--- src/rtl/core/paca_pkg.sv ---
// Shared constants, payload types and codes for the patch affine color block.
package paca_pkg;

    localparam int MAX_PATCH_ROWS = 64;
    localparam int MAX_PATCH_COLS = 64;
    localparam int CHANNELS       = 3;
    localparam int PAIRS          = CHANNELS * CHANNELS;
    localparam int PAIR_W         = $clog2(PAIRS);
    localparam int BANK_DEPTH     = MAX_PATCH_ROWS * MAX_PATCH_COLS;
    localparam int BANK_AW        = (BANK_DEPTH > 1) ? $clog2(BANK_DEPTH) : 1;

    localparam int POS_W   = 12;
    localparam int FEAT_W  = 16;
    localparam int COEF_W  = 24;
    localparam int SPAN_W  = 25;
    localparam int LEVEL_W = 8;
    localparam int SHIFT_W = 3;

    localparam logic [SHIFT_W-1:0] PATCH_SHIFT_RST = 3'd4;

    // result queue; depth is a power of two so the pointers wrap on their own
    localparam int OUT_FIFO_DEPTH = 16;
    localparam int FIFO_AW        = $clog2(OUT_FIFO_DEPTH);
    localparam int FIFO_CW        = FIFO_AW + 1;

    localparam logic [1:0] CMD_RANGE = 2'd0;
    localparam logic [1:0] CMD_COEF  = 2'd1;
    localparam logic [1:0] CMD_PIXEL = 2'd2;

    typedef struct packed {
        logic [1:0]                cmd;
        logic [POS_W-1:0]          row;
        logic [POS_W-1:0]          col;
        logic [1:0]                in_channel;
        logic [1:0]                out_channel;
        logic [LEVEL_W-1:0]        level;
        logic signed [COEF_W-1:0]  range_min;
        logic signed [COEF_W-1:0]  range_max;
        logic signed [FEAT_W-1:0]  feat_0;
        logic signed [FEAT_W-1:0]  feat_1;
        logic signed [FEAT_W-1:0]  feat_2;
    } in_item_t;

    typedef struct packed {
        logic signed [FEAT_W-1:0]  out_0;
        logic signed [FEAT_W-1:0]  out_1;
        logic signed [FEAT_W-1:0]  out_2;
        logic                      clipped;
        logic                      bad_patch;
    } out_item_t;

    // coefficient bank access issued by the load pipeline: one write or one read per cycle
    typedef struct packed {
        logic                      we;
        logic                      rd;
        logic [PAIR_W-1:0]         pair;
        logic [BANK_AW-1:0]        addr;
        logic signed [COEF_W-1:0]  coef;
        logic                      bad;
        logic signed [FEAT_W-1:0]  feat_0;
        logic signed [FEAT_W-1:0]  feat_1;
        logic signed [FEAT_W-1:0]  feat_2;
    } mem_req_t;

endpackage

--- src/rtl/core/paca_out_fifo.sv ---
// Result queue with a pixel credit count whose credit_ok gates all new transactions.
module paca_out_fifo
    import paca_pkg::*;
(
    input  logic       clk,
    input  logic       rst_n,
    input  logic       pix_take,
    output logic       credit_ok,
    input  logic       push,
    input  out_item_t  push_data,
    output logic       result_valid,
    input  logic       result_ready,
    output out_item_t  result
);

    out_item_t             fifo_mem [OUT_FIFO_DEPTH];
    logic [FIFO_AW-1:0]    wr_ptr_reg;
    logic [FIFO_AW-1:0]    rd_ptr_reg;
    logic [FIFO_CW-1:0]    cnt_reg;
    logic [FIFO_CW-1:0]    cnt_next;
    logic [FIFO_CW-1:0]    pend_reg;
    logic [FIFO_CW-1:0]    pend_next;
    logic                  pop;

    always_comb
    begin
        pop          = (cnt_reg != '0) && result_ready;
        result_valid = (cnt_reg != '0);
        result       = fifo_mem[rd_ptr_reg];
        // every pixel in flight owns a slot, so the queue never overflows
        credit_ok    = (pend_reg != FIFO_CW'(OUT_FIFO_DEPTH));
        cnt_next     = cnt_reg + FIFO_CW'(push) - FIFO_CW'(pop);
        pend_next    = pend_reg + FIFO_CW'(pix_take) - FIFO_CW'(pop);
    end

    always_ff @(posedge clk or negedge rst_n)
    begin
        if (!rst_n)
        begin
            wr_ptr_reg <= '0;
            rd_ptr_reg <= '0;
            cnt_reg    <= '0;
            pend_reg   <= '0;
        end
        else
        begin
            if (push)
            begin
                wr_ptr_reg <= wr_ptr_reg + FIFO_AW'(1);
            end
            if (pop)
            begin
                rd_ptr_reg <= rd_ptr_reg + FIFO_AW'(1);
            end
            cnt_reg  <= cnt_next;
            pend_reg <= pend_next;
        end
    end

    always_ff @(posedge clk)
    begin
        if (push)
        begin
            fifo_mem[wr_ptr_reg] <= push_data;
        end
    end

`ifndef SYNTHESIS
    a_queue_within_credit: assert property (@(posedge clk) disable iff (!rst_n)
        cnt_reg <= pend_reg)
        else $error("queued results exceed pixels in flight");

    a_credit_bound: assert property (@(posedge clk) disable iff (!rst_n)
        pend_reg <= FIFO_CW'(OUT_FIFO_DEPTH))
        else $error("pixels in flight exceed queue depth");

    a_no_overflow: assert property (@(posedge clk) disable iff (!rst_n)
        push |-> (cnt_reg != FIFO_CW'(OUT_FIFO_DEPTH)) || pop)
        else $error("result pushed into a full queue");
`endif

endmodule
--- config.mk ---
export PLATFORM = sky130hd
export DESIGN_NAME = paca_out_fifo
export DESIGN_NICKNAME = d
export VERILOG_FILES = /design/src/rtl/core/paca_pkg.sv /design/src/rtl/core/paca_out_fifo.sv
export SDC_FILE = /design/constraint.sdc
export NUM_CORES = 1
export LEC_CHECK = 0
export BUFFER_PORTS_ARGS = -buffer_cell sky130_fd_sc_hd__buf_2
export CAP_MARGIN = 20
export CORE_AREA = 2 2 272 274
export DETAILED_ROUTE_END_ITERATION = 8
export DIE_AREA = 0 0 274 276
export PLACE_DENSITY = 0.63
export SETUP_SLACK_MARGIN = 0.3
export SLEW_MARGIN = 20
export SYNTH_ARGS = -nofsm -noshare
export SYNTH_HDL_FRONTEND = slang
export SYNTH_SLANG_ARGS = --single-unit
--- constraint.sdc ---
create_clock -name clk -period 6.95 [get_ports clk]
set_clock_uncertainty 0.2 [all_clocks]
set_input_delay 0.3475 -clock clk [delete_from_list [all_inputs] [get_ports clk]]
set_output_delay 0.3475 -clock clk [all_outputs]
set_load 0.02 [all_outputs]
## After elaboration in Yosys (flattened, before gate mapping)

Memory sizes are Yosys's and may differ from the RTL's.
Index checks and enable logic that the tools add are counted.

| storage, ports and cells | value |
|---|---|
| register bits after elaboration | 18 |
| RAM bits | 800 |
| input port bits | 55 |
| output and inout port bits | 52 |
| word-level logic and storage cells | 16 |
| memories kept | 1 |

Memory list:

| name | words | width | read ports | clocked after memory_dff | wr ports | line | source |
|---|---|---|---|---|---|---|---|
| fifo_mem | 16 | 50 | 1 | 0 | 1 | paca_out_fifo.sv:16 | `out_item_t fifo_mem [OUT_FIFO_DEPTH];` |

| cells by class | value |
|---|---|
| add/subtract/negate cells | 6 |
| equality and inequality tests | 1 |
| multiplexer cells | 2 |
| reductions and logical operators | 2 |

Operators by type and width:

| operator | count |
|---|---|
| adder 5 x 1 -> 5 bit | 2 |
| subtractor 5 x 1 -> 5 bit | 2 |
| adder 4 x 1 -> 4 bit, second input constant | 2 |
| inequality test 5 bit, second input constant | 1 |
| nonzero test 5 bit | 1 |
| two-way mux 1 bit | 2 |
| logical AND 1 bit | 1 |

## Longest topological paths before layout

Gate-level depths: netlist of run 1.

| depth | value |
|---|---|
| word-level depth | 3 |
| depth in mapped cells | 14 |
| gate-level depth less buffers | 13 |

## Worst setup path after synthesis of run 1

Ideal clock, no wire load.

| timing | value |
|---|---|
| path kind | input to register |
| from | input port push |
| to | memory fifo_mem[3][0] in the netlist's numbering, enable pin |
| setup time | 0.519 ns |
| arrival time | 4.169 ns |
| data required time | 6.231 ns |
| setup slack | 2.061 ns |
| stages on the path | 3 |
| buffers on the path | 1 |
| path through | clkbuf_1 -> nand2_1 -> nor3_1 |

| on the way | value |
|---|---|
| longest elaborated chain between the ends | 2 |

RTL lines:

| item | line | source |
|---|---|---|
| from (decl) | paca_out_fifo.sv:9 | `input logic push,` |
| two-way mux 1 bit | paca_out_fifo.sv:62 | `if (push)` |
| two-way mux 1 bit (not written as such) | paca_out_fifo.sv:64 | `fifo_mem[wr_ptr_reg] <= push_data;` |
| to (decl) | paca_out_fifo.sv:16 |  |

Every way passes these cells.

==> load_flow_metrics.sql, run 1 <==
INSERT INTO impl_metrics (metric_group, metric, value, unit) VALUES
('die', 'initial_utilization', '42.7', '%'),
('critical_path', 'critPathArrivalTime', '3.48', 'ns'),
('grt', 'first_global_vias', '15312', ''),
('sta', 'max_freq', '0.248', 'GHz'),
('sta', 'grt_setup_unrepaired', 'false', ''),
('final_layout', 'layout.cell_area.non_filler', '36100', 'um2'),
('sta', 'worstMarginPinSlew', '1.14', 'ns'),
('critical_path', 'critical_path.top_delay_family', 'buffers and inverters', ''),
('die', 'design.portCount', '107', ''),
('run', 'drv.max_cap_violation_count', '0', ''),
('synth', 'yosysSeqAreaShare', '79.0', '%'),
('die', 'chipHeight', '276', 'um'),
('routing', 'dr.pass1.iters', '5', ''),
('pwr', 'clock_power_share', '30.0', '%'),
('clock_tree', 'worst_skew_pair.late_latency', '0.61', 'ns'),
('synth', 'postSynthAreaPerCell', '23.1', 'um2'),
('clock_tree', 'worst_setup_hold_path_clk_slew', '0.06', 'ns'),
('outcome', 'outcome', 'complete, no violations', ''),
('sta', 'timing.hold.ws', '0.0901', 'ns'),
('critical_path', 'delay_of_the_slowest_cell_on_the_worst_path', '0.98', 'ns'),
('critical_path', 'r2r_worst_path_depth', '13', ''),
('clock_tree', 'cts_buffer_depth', '3', ''),
('synth', 'biggest_area_contributors_in_the_synthesized_netlist', 'sky130_fd_sc_hd__edfxtp_1 (78%), sky130_fd_sc_hd__mux4_2 (15%), sky130_fd_sc_hd__a22oi_1 (2.4%)', ''),
('routing', 'drt_first_iter_violations', '1397', ''),
('synth', 'synth_fp_nets', '1415', ''),
('clock_tree', 'cts.repair_timing.setup_buffer_count', '0', ''),
('routing', 'post_drt_via_cell_ratio', '5.64', ''),
('pwr', 'power_frac_seq', '41.0', '%'),
('sta', 'hold_viol_final', '0', ''),
('die', 'die-area', '75600', 'um2'),
('routing', 'number_of_remaining_drc_errors', '0', ''),
('placed_design', 'placed_area', '32800', 'um2'),
('critical_path', 'worst-r2r-setup-slack', '3.84', 'ns'),
('synth', 'synth_enable_flop_cells', '800', ''),
('placed_design', 'numPortBuffers', '106', ''),
('clock_tree', 'cts-buffers-inserted', '83', ''),
('routing', 'routed_wirelength', '69.0', 'mm'),
('worst_hold_path', 'holdCritPathClass', 'in2reg', ''),
('synth', 'postSynthRegisterBits', '818', ''),
('clock_tree', 'cts_htree_levels', '3', ''),
('critical_path', 'critical_path_peak_fanout', '55', ''),
('sta', 'final_setup_violation_count', '0', ''),
('sta', 'report.final.slew_viol_count', '0', ''),
('final_layout', 'drive_above_1_share', '29.7', '%'),
('critical_path', 'crit_buf_inv', '2', ''),
('sta', 'totalNegativeSetupSlack', '0', 'ns'),
('sta', 'finalCriticalPeriod', '4.03', 'ns'),
('critical_path', 'critPathKind', 'reg2out', ''),
('critical_path', 'critPathCaptureType', 'output pin', ''),
('critical_path', 'cell_type_of_the_slowest_stage_on_the_worst_timing_path', 'sky130_fd_sc_hd__dfrtp_4', ''),
('critical_path', 'cp_cell_sequence', 'buf_4 -> mux4_2 -> a22oi_1 -> nand2_1 -> buf_2', ''),
('placed_design', 'gp_congestion', '0.707', ''),
('clock_tree', 'cts_root_buffer', 'sky130_fd_sc_hd__clkbuf_16', ''),
('synth', 'synthesis.area', '31000', 'um2'),
('grt', 'globalRoute.totalOverflow', '0', ''),
('critical_path', 'crit-reg2reg-launch', 'cnt_reg[2]', ''),
('pwr', 'fraction_of_power_spent_switching_nets', '30.7', '%'),
('pwr', 'internal', '10.5', 'mW'),
('pwr', 'total_leakage_power', '11.7', 'nW'),
('critical_path', 'critPathRequiredTime', '6.40', 'ns'),
('final_layout', 'area_growth', '16.7', '%'),
('final_layout', 'finalCoreUtilization', '49.8', '%'),
('critical_path', 'crit-reg2reg-capture', 'cnt_reg[4]', ''),
('synth', 'synth_top_area_cell', 'sky130_fd_sc_hd__edfxtp_1', ''),
('synth', 'post_synth_num_cell_types', '27', ''),
('die', 'die_w', '274', 'um'),
('routing', 'drt-wirelength-per-cell', '26.8', 'um'),
('critical_path', 'worstSetupStartpointType', 'flop', ''),
('final_layout', 'largest_register_ff_count', '800', ''),
('grt', 'grt_util_all_layers', '18.4', '%'),
('synth', 'synth_largest_type_area_fraction', '77.6', '%');
==> cell type report <==
cell class,instances,area [um2]
fillers,5793,36500
flip-flops and latches,818,24500
multi-input cells,431,6200
clock buffers,102,2230
repair buffers,192,1370
well taps,959,1200
clock inverters,48,567
inverters,20,75.1
diodes,2,5.00
==> cell usage after synthesis (3+ instances only) <==
master                       n
sky130_fd_sc_hd__buf_2       7
sky130_fd_sc_hd__edfxtp_1  800
sky130_fd_sc_hd__ha_1       17
sky130_fd_sc_hd__mux4_2    200
sky130_fd_sc_hd__xor2_1      6
sky130_fd_sc_hd__clkbuf_1   32
sky130_fd_sc_hd__buf_1      15
sky130_fd_sc_hd__nand2b_1    5
sky130_fd_sc_hd__a22oi_1   100
sky130_fd_sc_hd__buf_4      17
sky130_fd_sc_hd__nand4_1     3
sky130_fd_sc_hd__inv_1      20
sky130_fd_sc_hd__a21oi_1     4
sky130_fd_sc_hd__dfrtp_1    18
sky130_fd_sc_hd__nand2_1    58
sky130_fd_sc_hd__xnor2_1     8
sky130_fd_sc_hd__nor2_1     15
==> worst reg2reg max path, cell delays in order (launching register included) <==
cell                       delay [ns]
sky130_fd_sc_hd__dfrtp_1         0.38
sky130_fd_sc_hd__inv_1           0.09
sky130_fd_sc_hd__ha_1            0.15
sky130_fd_sc_hd__or4b_1          0.46
sky130_fd_sc_hd__and2_1          0.31
sky130_fd_sc_hd__ha_1            0.32
sky130_fd_sc_hd__inv_1           0.05
sky130_fd_sc_hd__ha_1            0.15
sky130_fd_sc_hd__inv_1           0.06
sky130_fd_sc_hd__fa_1            0.43
sky130_fd_sc_hd__inv_1           0.08
sky130_fd_sc_hd__a21oi_1         0.06
sky130_fd_sc_hd__o21bai_1        0.15
sky130_fd_sc_hd__xnor2_1         0.14
==> layout by cell type (no fill, tap or decap), types with 13 or more instances in the layout <==
cell / synthesis / layout
sky130_fd_sc_hd__dfrtp_1: 18 / 16
sky130_fd_sc_hd__buf_4: 17 / 27
sky130_fd_sc_hd__mux4_2: 200 / 200
sky130_fd_sc_hd__bufinv_16: 0 / 13
sky130_fd_sc_hd__clkinv_1: 0 / 16
sky130_fd_sc_hd__dlygate4sd3_1: 0 / 55
sky130_fd_sc_hd__ha_1: 17 / 17
sky130_fd_sc_hd__nor2_4: 0 / 15
sky130_fd_sc_hd__nand2_1: 58 / 58
sky130_fd_sc_hd__clkbuf_16: 0 / 87
sky130_fd_sc_hd__a22oi_1: 100 / 100
sky130_fd_sc_hd__inv_1: 20 / 20
sky130_fd_sc_hd__buf_2: 7 / 106
sky130_fd_sc_hd__clkbuf_1: 32 / 15
sky130_fd_sc_hd__edfxtp_1: 800 / 800
==> how the worst max path moves through the flow <==
stage | end | slack [ns] | cells after the start
after floorplan | fifo_mem[3][0] | 2.06 | 3
after global routing | result[41] | 2.75 | 5
after global placement | result[2] | 3.57 | 5
after CTS | result[2] | 2.86 | 5
after detailed placement | result[11] | 3.56 | 5
final | result[11] | 2.92 | 5
==> power groups by stage <==
stage          clock [mW]  combinational [mW]  sequential (mW)
2_1_floorplan           0                3.16             6.17
3_3_place_gp            0                4.42             6.32
3_5_place_dp            0                4.47             6.35
4_1_cts              4.65                4.50             6.24
5_1_grt              4.84                4.74             6.29
6_report             4.56                4.40             6.23
==> metal layers <==
layer	vias up	global-route usage, %	share of wire, %
li1	6092	-	-
met1	7840	25.9	43
met2	471	29.7	49
met3	108	3.27	6.1
met4	6	5.48	2.1
met5	-	0	0.059
==> kinds of logic after synthesis <==
| family | share of synthesized area, % |
|---|---|
| AOI/OAI and AO/OA | 2.60 |
| DFF | 79.0 |
| and+or+nand+nor | 1.19 |
| buffers and inverters | 1.37 |
| adders and majority gates | 0.816 |
| xor gates and xnor gates | 0.396 |
| muxes | 14.6 |
==> metrics by stage <==
| stage | setup slack, ns | total power [mW] | cells |
|---|---|---|---|
| after CTS | 2.86 | 15.4 | 2569 |
| after detailed placement | 3.56 | 10.8 | 2364 |
| after global placement | 3.57 | 10.7 | 2363 |
| after floorplan | 2.06 | 9.33 | 1341 |
| after global routing | 2.75 | 15.9 | 2572 |
| final | 2.92 | 15.2 | 2572 |
==> repair_timing <==
action / in CTS / in global routing
gates resized for setup: 0 / 0
hold endpoints to repair: 823 / 0
hold buffers: 55 / 0
No activity file was read; power rests on OpenSTA's default activity.
==> run 2: changes to the inputs <==
--- a/config.mk
+++ b/config.mk
@@ -10,7 +10,7 @@
 export CORE_AREA = 2 2 272 274
 export DETAILED_ROUTE_END_ITERATION = 8
 export DIE_AREA = 0 0 274 276
-export PLACE_DENSITY = 0.63
+export PLACE_DENSITY = 0.66
 export SETUP_SLACK_MARGIN = 0.3
 export SLEW_MARGIN = 20
 export SYNTH_ARGS = -nofsm -noshare
==> constraint.sdc (replaced) <==
create_clock -name clk -period 3.2 [get_ports clk]
set_clock_uncertainty 0.2 [all_clocks]
set_input_delay 0.16 -clock clk [delete_from_list [all_inputs] [get_ports clk]]
set_output_delay 0.16 -clock clk [all_outputs]
set_load 0.02 [all_outputs]
==> run 2 against run 1 <==
Against the previous run:
- worst hold slack improved by 0.12 ns
- critical endpoint is now result[2]
- highest routed layer unchanged
- first-iteration DRC count rose by 8.8%
- final cell count rose by 3.2%
- global-route usage barely moved
- via count rose by 2.2%
- critical path depth rose by 3
==> load_flow_metrics.sql, run 2 (same netlist as run 1, synthesis figures left out) <==
INSERT INTO impl_metrics (metric_group, metric, value, unit) VALUES
('critical_path', 'worst-r2r-setup-slack', '0.40', 'ns'),
('sta', 'grt_setup_unrepaired', 'true', ''),
('sta', 'hold_viol_final', '0', ''),
('critical_path', 'critPathArrivalTime', '2.61', 'ns'),
('critical_path', 'critPathRequiredTime', '2.84', 'ns'),
('clock_tree', 'cts_root_buffer', 'sky130_fd_sc_hd__clkbuf_16', ''),
('die', 'design.portCount', '107', ''),
('routing', 'drt_first_iter_violations', '1520', ''),
('sta', 'totalNegativeSetupSlack', '0', 'ns'),
('grt', 'grt_antenna_before_repair', '3', ''),
('outcome', 'outcome', 'complete, no violations', ''),
('pwr', 'power_frac_seq', '38.2', '%'),
('final_layout', 'area_growth', '21.6', '%'),
('routing', 'detail-route-antenna-nets', '0', ''),
('clock_tree', 'cts_htree_levels', '3', ''),
('grt', 'pin_count_of_the_biggest_net_entering_global_routing', '60', ''),
('clock_tree', 'cts_tree', 'built', ''),
('grt', 'grt_util_all_layers', '18.5', '%'),
('sta', 'final_setup_violation_count', '0', ''),
('worst_hold_path', 'hold_path_end', 'wr_ptr_reg[0]', ''),
('worst_hold_path', 'holdCritPathClass', 'in2reg', ''),
('grt', 'first_global_vias', '15559', ''),
('die', 'num_rows', '99', ''),
('pwr', 'comb_power_share', '36.1', '%'),
('final_layout', 'layout.cells.most_common', 'sky130_fd_sc_hd__edfxtp_1', ''),
('grt', 'global_route.usage.met1', '25.6', '%'),
('pwr', 'fraction_of_power_spent_switching_nets', '31.5', '%'),
('worst_hold_path', 'timing.hold.worst_path_depth', '3', ''),
('die', 'die-area', '75600', 'um2'),
('critical_path', 'critical_path_peak_fanout', '7', ''),
('die', 'die_w', '274', 'um'),
('grt', 'grt_met3_use', '3.64', '%'),
('grt', 'globalRoute.totalOverflow', '0', ''),
('die', 'chipHeight', '276', 'um'),
('critical_path', 'worstSetupStartpointType', 'flop', ''),
('pwr', 'internal', '23.9', 'mW'),
('placed_design', 'gp_congestion', '0.704', ''),
('placed_design', 'numPortBuffers', '106', ''),
('critical_path', 'r2r_worst_path_depth', '13', ''),
('final_layout', 'design.final.nets', '1706', ''),
('clock_tree', 'clock_sinks', '818', ''),
('final_layout', 'drive_above_1_share', '37.7', '%'),
('pwr', 'design_power_total', '34.9', 'mW'),
('placed_design', 'detailed_place_hpwl', '34.8', 'mm'),
('die', 'core', '72600', 'um2'),
('pwr', 'netSwitchingPower', '11.0', 'mW'),
('final_layout', 'mostFrequentLayoutCells', 'sky130_fd_sc_hd__edfxtp_1 (800), sky130_fd_sc_hd__mux4_2 (200), sky130_fd_sc_hd__clkbuf_16 (86), sky130_fd_sc_hd__buf_2 (85), sky130_fd_sc_hd__buf_4 (64)', ''),
('pwr', 'clock_power_share', '25.8', '%'),
('run', 'drv.max_cap_violation_count', '0', ''),
('critical_path', 'critPathKind', 'reg2out', ''),
('sta', 'max_slew_margin', '40.0', '%'),
('routing', 'dr.pass1.iters', '5', ''),
('grt', 'grt_first_pass_wirelength', '102', 'mm'),
('critical_path', 'crit-reg2reg-capture', 'cnt_reg[4]', ''),
('die', 'initial_utilization', '42.7', '%'),
('pwr', 'p_per_area', '926', 'nW/um2'),
('worst_hold_path', 'holdCritStartpoint', 'push', ''),
('pwr', 'worst_ir_drop_vdd', '0.756', 'mV'),
('routing', 'number_of_remaining_drc_errors', '0', ''),
('sta', 'max_freq', '0.336', 'GHz'),
('sta', 'finalCriticalPeriod', '2.97', 'ns'),
('sta', 'period_share', '92.9', '%'),
('clock_tree', 'cts_buffer_depth', '3', ''),
('final_layout', 'finalCoreUtilization', '51.9', '%'),
('sta', 'timing.hold.ws', '0.205', 'ns'),
('routing', 'drt-wirelength-per-cell', '26.2', 'um'),
('pwr', 'total_leakage_power', '12.3', 'nW'),
('routing', 'routed_wirelength', '69.6', 'mm'),
('critical_path', 'critPathCaptureType', 'output pin', ''),
('routing', 'via_count', '14832', ''),
('clock_tree', 'worst_setup_hold_path_clk_slew', '0.06', 'ns'),
('final_layout', 'largest_register_ff_count', '800', ''),
('routing', 'post_drt_via_cell_ratio', '5.59', ''),
('clock_tree', 'worst_skew_pair.late_latency', '0.63', 'ns'),
('sta', 'worstMarginPinSlew', '0.897', 'ns'),
('clock_tree', 'cts-buffers-inserted', '83', ''),
('sta', 'report.final.slew_viol_count', '0', ''),
('critical_path', 'crit-reg2reg-launch', 'cnt_reg[3]', ''),
('grt', 'grt_use_met2', '29.9', '%'),
('grt', 'busiest_layer', 'met2', '');
## run 2: changes by cell type in the layout (fill, tap and decap cells not counted), moves of 11 or more
cell / delta
sky130_fd_sc_hd__a22oi_2: +49
sky130_fd_sc_hd__a22oi_1: -49
sky130_fd_sc_hd__bufinv_16: -11
sky130_fd_sc_hd__buf_6: +24
sky130_fd_sc_hd__buf_4: +37
sky130_fd_sc_hd__buf_16: +12
sky130_fd_sc_hd__nand2_2: +16
sky130_fd_sc_hd__nand2_1: -16
sky130_fd_sc_hd__buf_12: +29
sky130_fd_sc_hd__buf_2: -21
## run 2: worst max path at each step
stage	startpoint	endpoint	slack (ns)	depth (start not counted)
after global placement	cnt_reg[3]	cnt_reg[4]	0.31	13
final	rd_ptr_reg[0]	result[2]	0.23	8
after CTS	rd_ptr_reg[0]	result[29]	0.18	7
after global routing	rd_ptr_reg[0]	result[35]	0.14	7
after floorplan	wr_ptr_reg[2]	fifo_mem[0][0]	-0.32	3
after detailed placement	cnt_reg[2]	cnt_reg[4]	0.23	13
## run 2: power groups by stage
stage,clock [mW],combinational (mW),sequential [mW]
after global placement,0,10.3,13.5
final,8.99,12.6,13.3
after CTS,9.17,12.1,13.3
after floorplan,0,6.87,13.4
after detailed placement,0,10.5,13.6
after global routing,9.60,13.4,13.4
## run 2: final cells by class
cell class / instances / area (um2)
clock buffer: 105 / 2170
clock inverter: 43 / 342
fill: 5643 / 34900
antenna: 1 / 2.50
tap: 959 / 1200
timing repair buffer: 278 / 2840
sequential: 818 / 24500
inverter: 20 / 75.1
multi-input combinational: 431 / 6550
## run 2: layer usage
metal  routed length, um  vias up  part of all wire, %
met1               28500     7904                   41
met5                  26        -                0.037
li1                    -     6282                    -
met3                4970      102                  7.1
met2               34600      540                   50
met4                1460        4                  2.1
## run 2: what timing repair did
item | CTS | global route
endpoints found under the setup margin | 52 | 52
pin swaps | 29 | 37
gates resized for setup | 95 | 54
buffers inserted | 21 | 18
gates cloned | 10 | 3
hold endpoints to repair | 831 | 0
hold buffers | 56 | 0
## run 2: critical path, cell delays in order (launching register included)
cell                      delay [ns]
sky130_fd_sc_hd__dfrtp_4        0.56
sky130_fd_sc_hd__buf_12         0.18
sky130_fd_sc_hd__buf_4          0.13
sky130_fd_sc_hd__buf_6          0.10
sky130_fd_sc_hd__buf_6          0.12
sky130_fd_sc_hd__mux4_2         0.42
sky130_fd_sc_hd__a22oi_2        0.21
sky130_fd_sc_hd__nand2_2        0.10
sky130_fd_sc_hd__buf_6          0.14
## run 2: metrics by stage
step	cells	area (um2)	setup WS, ns
after floorplan	1341	31000	-0.319
after global routing	2654	37700	0.144
final	2655	37700	0.227
after global placement	2398	33300	0.314
after detailed placement	2398	33300	0.230
after CTS	2633	37200	0.176
==> run 3: changes to the inputs <==
--- a/config.mk
+++ b/config.mk
@@ -7,10 +7,10 @@
 export LEC_CHECK = 0
 export BUFFER_PORTS_ARGS = -buffer_cell sky130_fd_sc_hd__buf_2
 export CAP_MARGIN = 20
-export CORE_AREA = 2 2 272 274
+export CORE_AREA = 2 2 310 189
 export DETAILED_ROUTE_END_ITERATION = 8
-export DIE_AREA = 0 0 274 276
-export PLACE_DENSITY = 0.66
+export DIE_AREA = 0 0 312 191
+export PLACE_DENSITY = 0.79
 export SETUP_SLACK_MARGIN = 0.3
 export SLEW_MARGIN = 20
 export SYNTH_ARGS = -nofsm -noshare
==> run 3 against run 2 <==
Against the previous run:
- via count increased by 5.0%
- power decreased by 0.81%
- critical path type unchanged
- sequential share of layout area increased by 1.1 points
- clock power decreased by 3.1%
- worst hold slack got worse by 0.029 ns
- utilization increased by 13 points
- cell area decreased by 1.7%
- final cell count decreased by 8.3%
- routed wire length increased by 9.4%
- global-route usage increased by 6.6 points
- clock-buffer cell count decreased by 23
- critical endpoint is now result[39]
- highest routed layer unchanged
==> load_flow_metrics.sql, run 3 (same netlist as run 1, synthesis figures left out) <==
INSERT INTO impl_metrics (metric_group, metric, value, unit) VALUES
('pwr', 'design_power_total', '34.6', 'mW'),
('worst_hold_path', 'holdCritPathClass', 'in2reg', ''),
('clock_tree', 'cts_tree', 'built', ''),
('final_layout', 'layout.cell_area.non_filler', '37000', 'um2'),
('critical_path', 'critPathCapture', 'result[39]', ''),
('pwr', 'power_frac_seq', '38.6', '%'),
('pwr', 'worst_ir_drop_vdd', '0.699', 'mV'),
('die', 'design.portCount', '107', ''),
('routing', 'dr.pass1.iters', '7', ''),
('grt', 'globalRoute.totalOverflow', '0', ''),
('critical_path', 'cp-startpoint', 'rd_ptr_reg[0]', ''),
('die', 'chipHeight', '191', 'um'),
('grt', 'grt_antenna_before_repair', '2', ''),
('final_layout', 'largest_register_ff_count', '800', ''),
('final_layout', 'multiInputGateArea', '6500', 'um2'),
('clock_tree', 'cts_htree_levels', '3', ''),
('critical_path', 'critPathKind', 'reg2out', ''),
('pwr', 'internal', '23.5', 'mW'),
('worst_hold_path', 'holdCritStartpoint', 'pix_take', ''),
('pwr', 'clock_power_share', '25.2', '%'),
('die', 'die-area', '59600', 'um2'),
('die', 'num_rows', '68', ''),
('critical_path', 'worstSetupStartpointType', 'flop', ''),
('outcome', 'outcome', 'complete, no violations', ''),
('final_layout', 'mostFrequentLayoutCells', 'sky130_fd_sc_hd__edfxtp_1 (800), sky130_fd_sc_hd__mux4_2 (200), sky130_fd_sc_hd__buf_2 (97), sky130_fd_sc_hd__clkbuf_16 (83)', ''),
('critical_path', 'critPathRequiredTime', '2.84', 'ns'),
('routing', 'number_of_remaining_drc_errors', '0', ''),
('grt', 'first_global_vias', '15905', ''),
('clock_tree', 'cts_buffer_depth', '3', ''),
('routing', 'detail-route-antenna-nets', '0', ''),
('routing', 'via_count', '15579', ''),
('critical_path', 'r2r_worst_path_depth', '13', ''),
('pwr', 'comb_power_share', '36.3', '%'),
('critical_path', 'critPathCaptureType', 'output pin', ''),
('sta', 'timing.hold.ws', '0.176', 'ns'),
('grt', 'grt_util_all_layers', '25.1', '%'),
('die', 'core', '56800', 'um2'),
('placed_design', 'gp_congestion', '0.726', ''),
('final_layout', 'ff_latch_area', '24500', 'um2'),
('final_layout', 'drive_above_1_share', '36.4', '%'),
('sta', 'max_slew_margin', '40.3', '%'),
('pwr', 'total_leakage_power', '12.1', 'nW'),
('critical_path', 'worst-r2r-setup-slack', '0.39', 'ns'),
('sta', 'finalCriticalPeriod', '2.91', 'ns'),
('routing', 'drt-wirelength-per-cell', '31.3', 'um'),
('clock_tree', 'worst_setup_hold_path_clk_slew', '0.06', 'ns'),
('placed_design', 'placed_area', '33000', 'um2'),
('sta', 'report.final.slew_viol_count', '0', ''),
('final_layout', 'design.final.nets', '1682', ''),
('die', 'initial_utilization', '54.5', '%'),
('clock_tree', 'cts-buffers-inserted', '70', ''),
('pwr', 'netSwitchingPower', '11.1', 'mW'),
('clock_tree', 'worst_skew_pair.late_latency', '0.59', 'ns'),
('final_layout', 'final_cell_count_no_fill', '2434', ''),
('sta', 'grt_setup_unrepaired', 'true', ''),
('critical_path', 'crit-reg2reg-launch', 'cnt_reg[3]', ''),
('critical_path', 'crit-reg2reg-capture', 'pend_reg[4]', ''),
('pwr', 'fraction_of_power_spent_switching_nets', '32.2', '%'),
('run', 'drv.max_cap_violation_count', '0', ''),
('routing', 'drt_first_iter_violations', '2241', ''),
('placed_design', 'numPortBuffers', '106', ''),
('critical_path', 'critPathArrivalTime', '2.55', 'ns'),
('pwr', 'p_per_area', '935', 'nW/um2'),
('final_layout', 'area_growth', '19.6', '%'),
('final_layout', 'layout.cells.most_common', 'sky130_fd_sc_hd__edfxtp_1', ''),
('sta', 'period_share', '91.0', '%'),
('sta', 'final_setup_violation_count', '0', ''),
('placed_design', 'detailed_place_hpwl', '35.4', 'mm'),
('routing', 'routed_wirelength', '76.1', 'mm'),
('final_layout', 'nFillCells', '3568', ''),
('die', 'die_w', '312', 'um'),
('clock_tree', 'cts_root_buffer', 'sky130_fd_sc_hd__clkbuf_16', ''),
('sta', 'hold_viol_final', '0', ''),
('grt', 'pin_count_of_the_biggest_net_entering_global_routing', '51', ''),
('sta', 'worstMarginPinSlew', '0.892', 'ns'),
('critical_path', 'critical_path_peak_fanout', '9', ''),
('routing', 'post_drt_via_cell_ratio', '6.40', ''),
('grt', 'grt_first_pass_wirelength', '107', 'mm'),
('clock_tree', 'clock_sinks', '818', ''),
('placed_design', 'placed_cells_incl_taps', '2197', ''),
('sta', 'totalNegativeSetupSlack', '0', 'ns'),
('sta', 'max_freq', '0.344', 'GHz');
-- run 3: cell types whose count changed in the layout (fill, tap and decap cells not counted), moves of 5 or more --
cell	change
sky130_fd_sc_hd__nand2_2	-5
sky130_fd_sc_hd__clkbuf_1	-12
sky130_fd_sc_hd__buf_6	-10
sky130_fd_sc_hd__bufinv_16	+7
sky130_fd_sc_hd__nand2_1	+5
sky130_fd_sc_hd__buf_4	-12
sky130_fd_sc_hd__buf_2	+12
-- run 3: metrics by stage --
stage / utilization, % / worst slack (ns)
after detailed placement: 58.1 / 0.231
final: 65.1 / 0.289
after CTS: 63.8 / 0.191
after floorplan: - / -0.319
after global placement: 58.1 / 0.304
after global routing: 65.1 / 0.182
-- run 3: worst min path at each step --
stage | to | slack [ns] | cells past startpoint
finish | pend_reg[0] | 0.18 | 3
detailed placement | cnt_reg[3] | -0.08 | 1
floorplan | cnt_reg[0] | -0.34 | 0
CTS | pend_reg[0] | 0.12 | 3
global route | pend_reg[0] | 0.21 | 3
global placement | cnt_reg[3] | -0.09 | 1
-- run 3: per-layer routing --
layer	global-route usage (%)	vias to the layer above	wire length (um)
li1	-	6205	-
met1	34.5	8197	28100
met2	41.6	1034	38400
met3	5.16	141	7820
met4	6.86	2	1870
met5	0	-	13
-- run 3: final cells by class --
class,instances,area share (%)
diodes,1,0.00676
clock buffers,82,5.03
clock inverters,45,1.24
inverters,20,0.203
multi-input cells,431,17.6
flip-flops and latches,818,66.1
well taps,770,2.60
repair buffers,267,7.22
-- run 3: critical path, stage by stage (launching register included) --
cell and delay [ns]:
sky130_fd_sc_hd__dfrtp_4 0.46, sky130_fd_sc_hd__buf_12 0.20, sky130_fd_sc_hd__buf_16 0.17, sky130_fd_sc_hd__mux4_2 0.55
sky130_fd_sc_hd__a22oi_1 0.24, sky130_fd_sc_hd__nand2_1 0.14, sky130_fd_sc_hd__buf_2 0.19
-- run 3: power by group through the flow --
stage | Combinational, mW | Sequential [mW] | Clock (mW)
after global routing | 13.2 | 13.4 | 9.19
final | 12.5 | 13.3 | 8.71
after floorplan | 6.87 | 13.4 | 0
after CTS | 11.2 | 13.3 | 8.74
after detailed placement | 10.2 | 13.7 | 0
after global placement | 10.0 | 13.6 | 0
-- run 3: repair_timing --
item | CTS | global route
setup buffers | 16 | 20
resized for setup | 14 | 88
hold endpoints to repair | 828 | 0
setup endpoints to repair | 50 | 49
hold buffers | 55 | 0
cloned | 4 | 14
pin swaps | 4 | 29
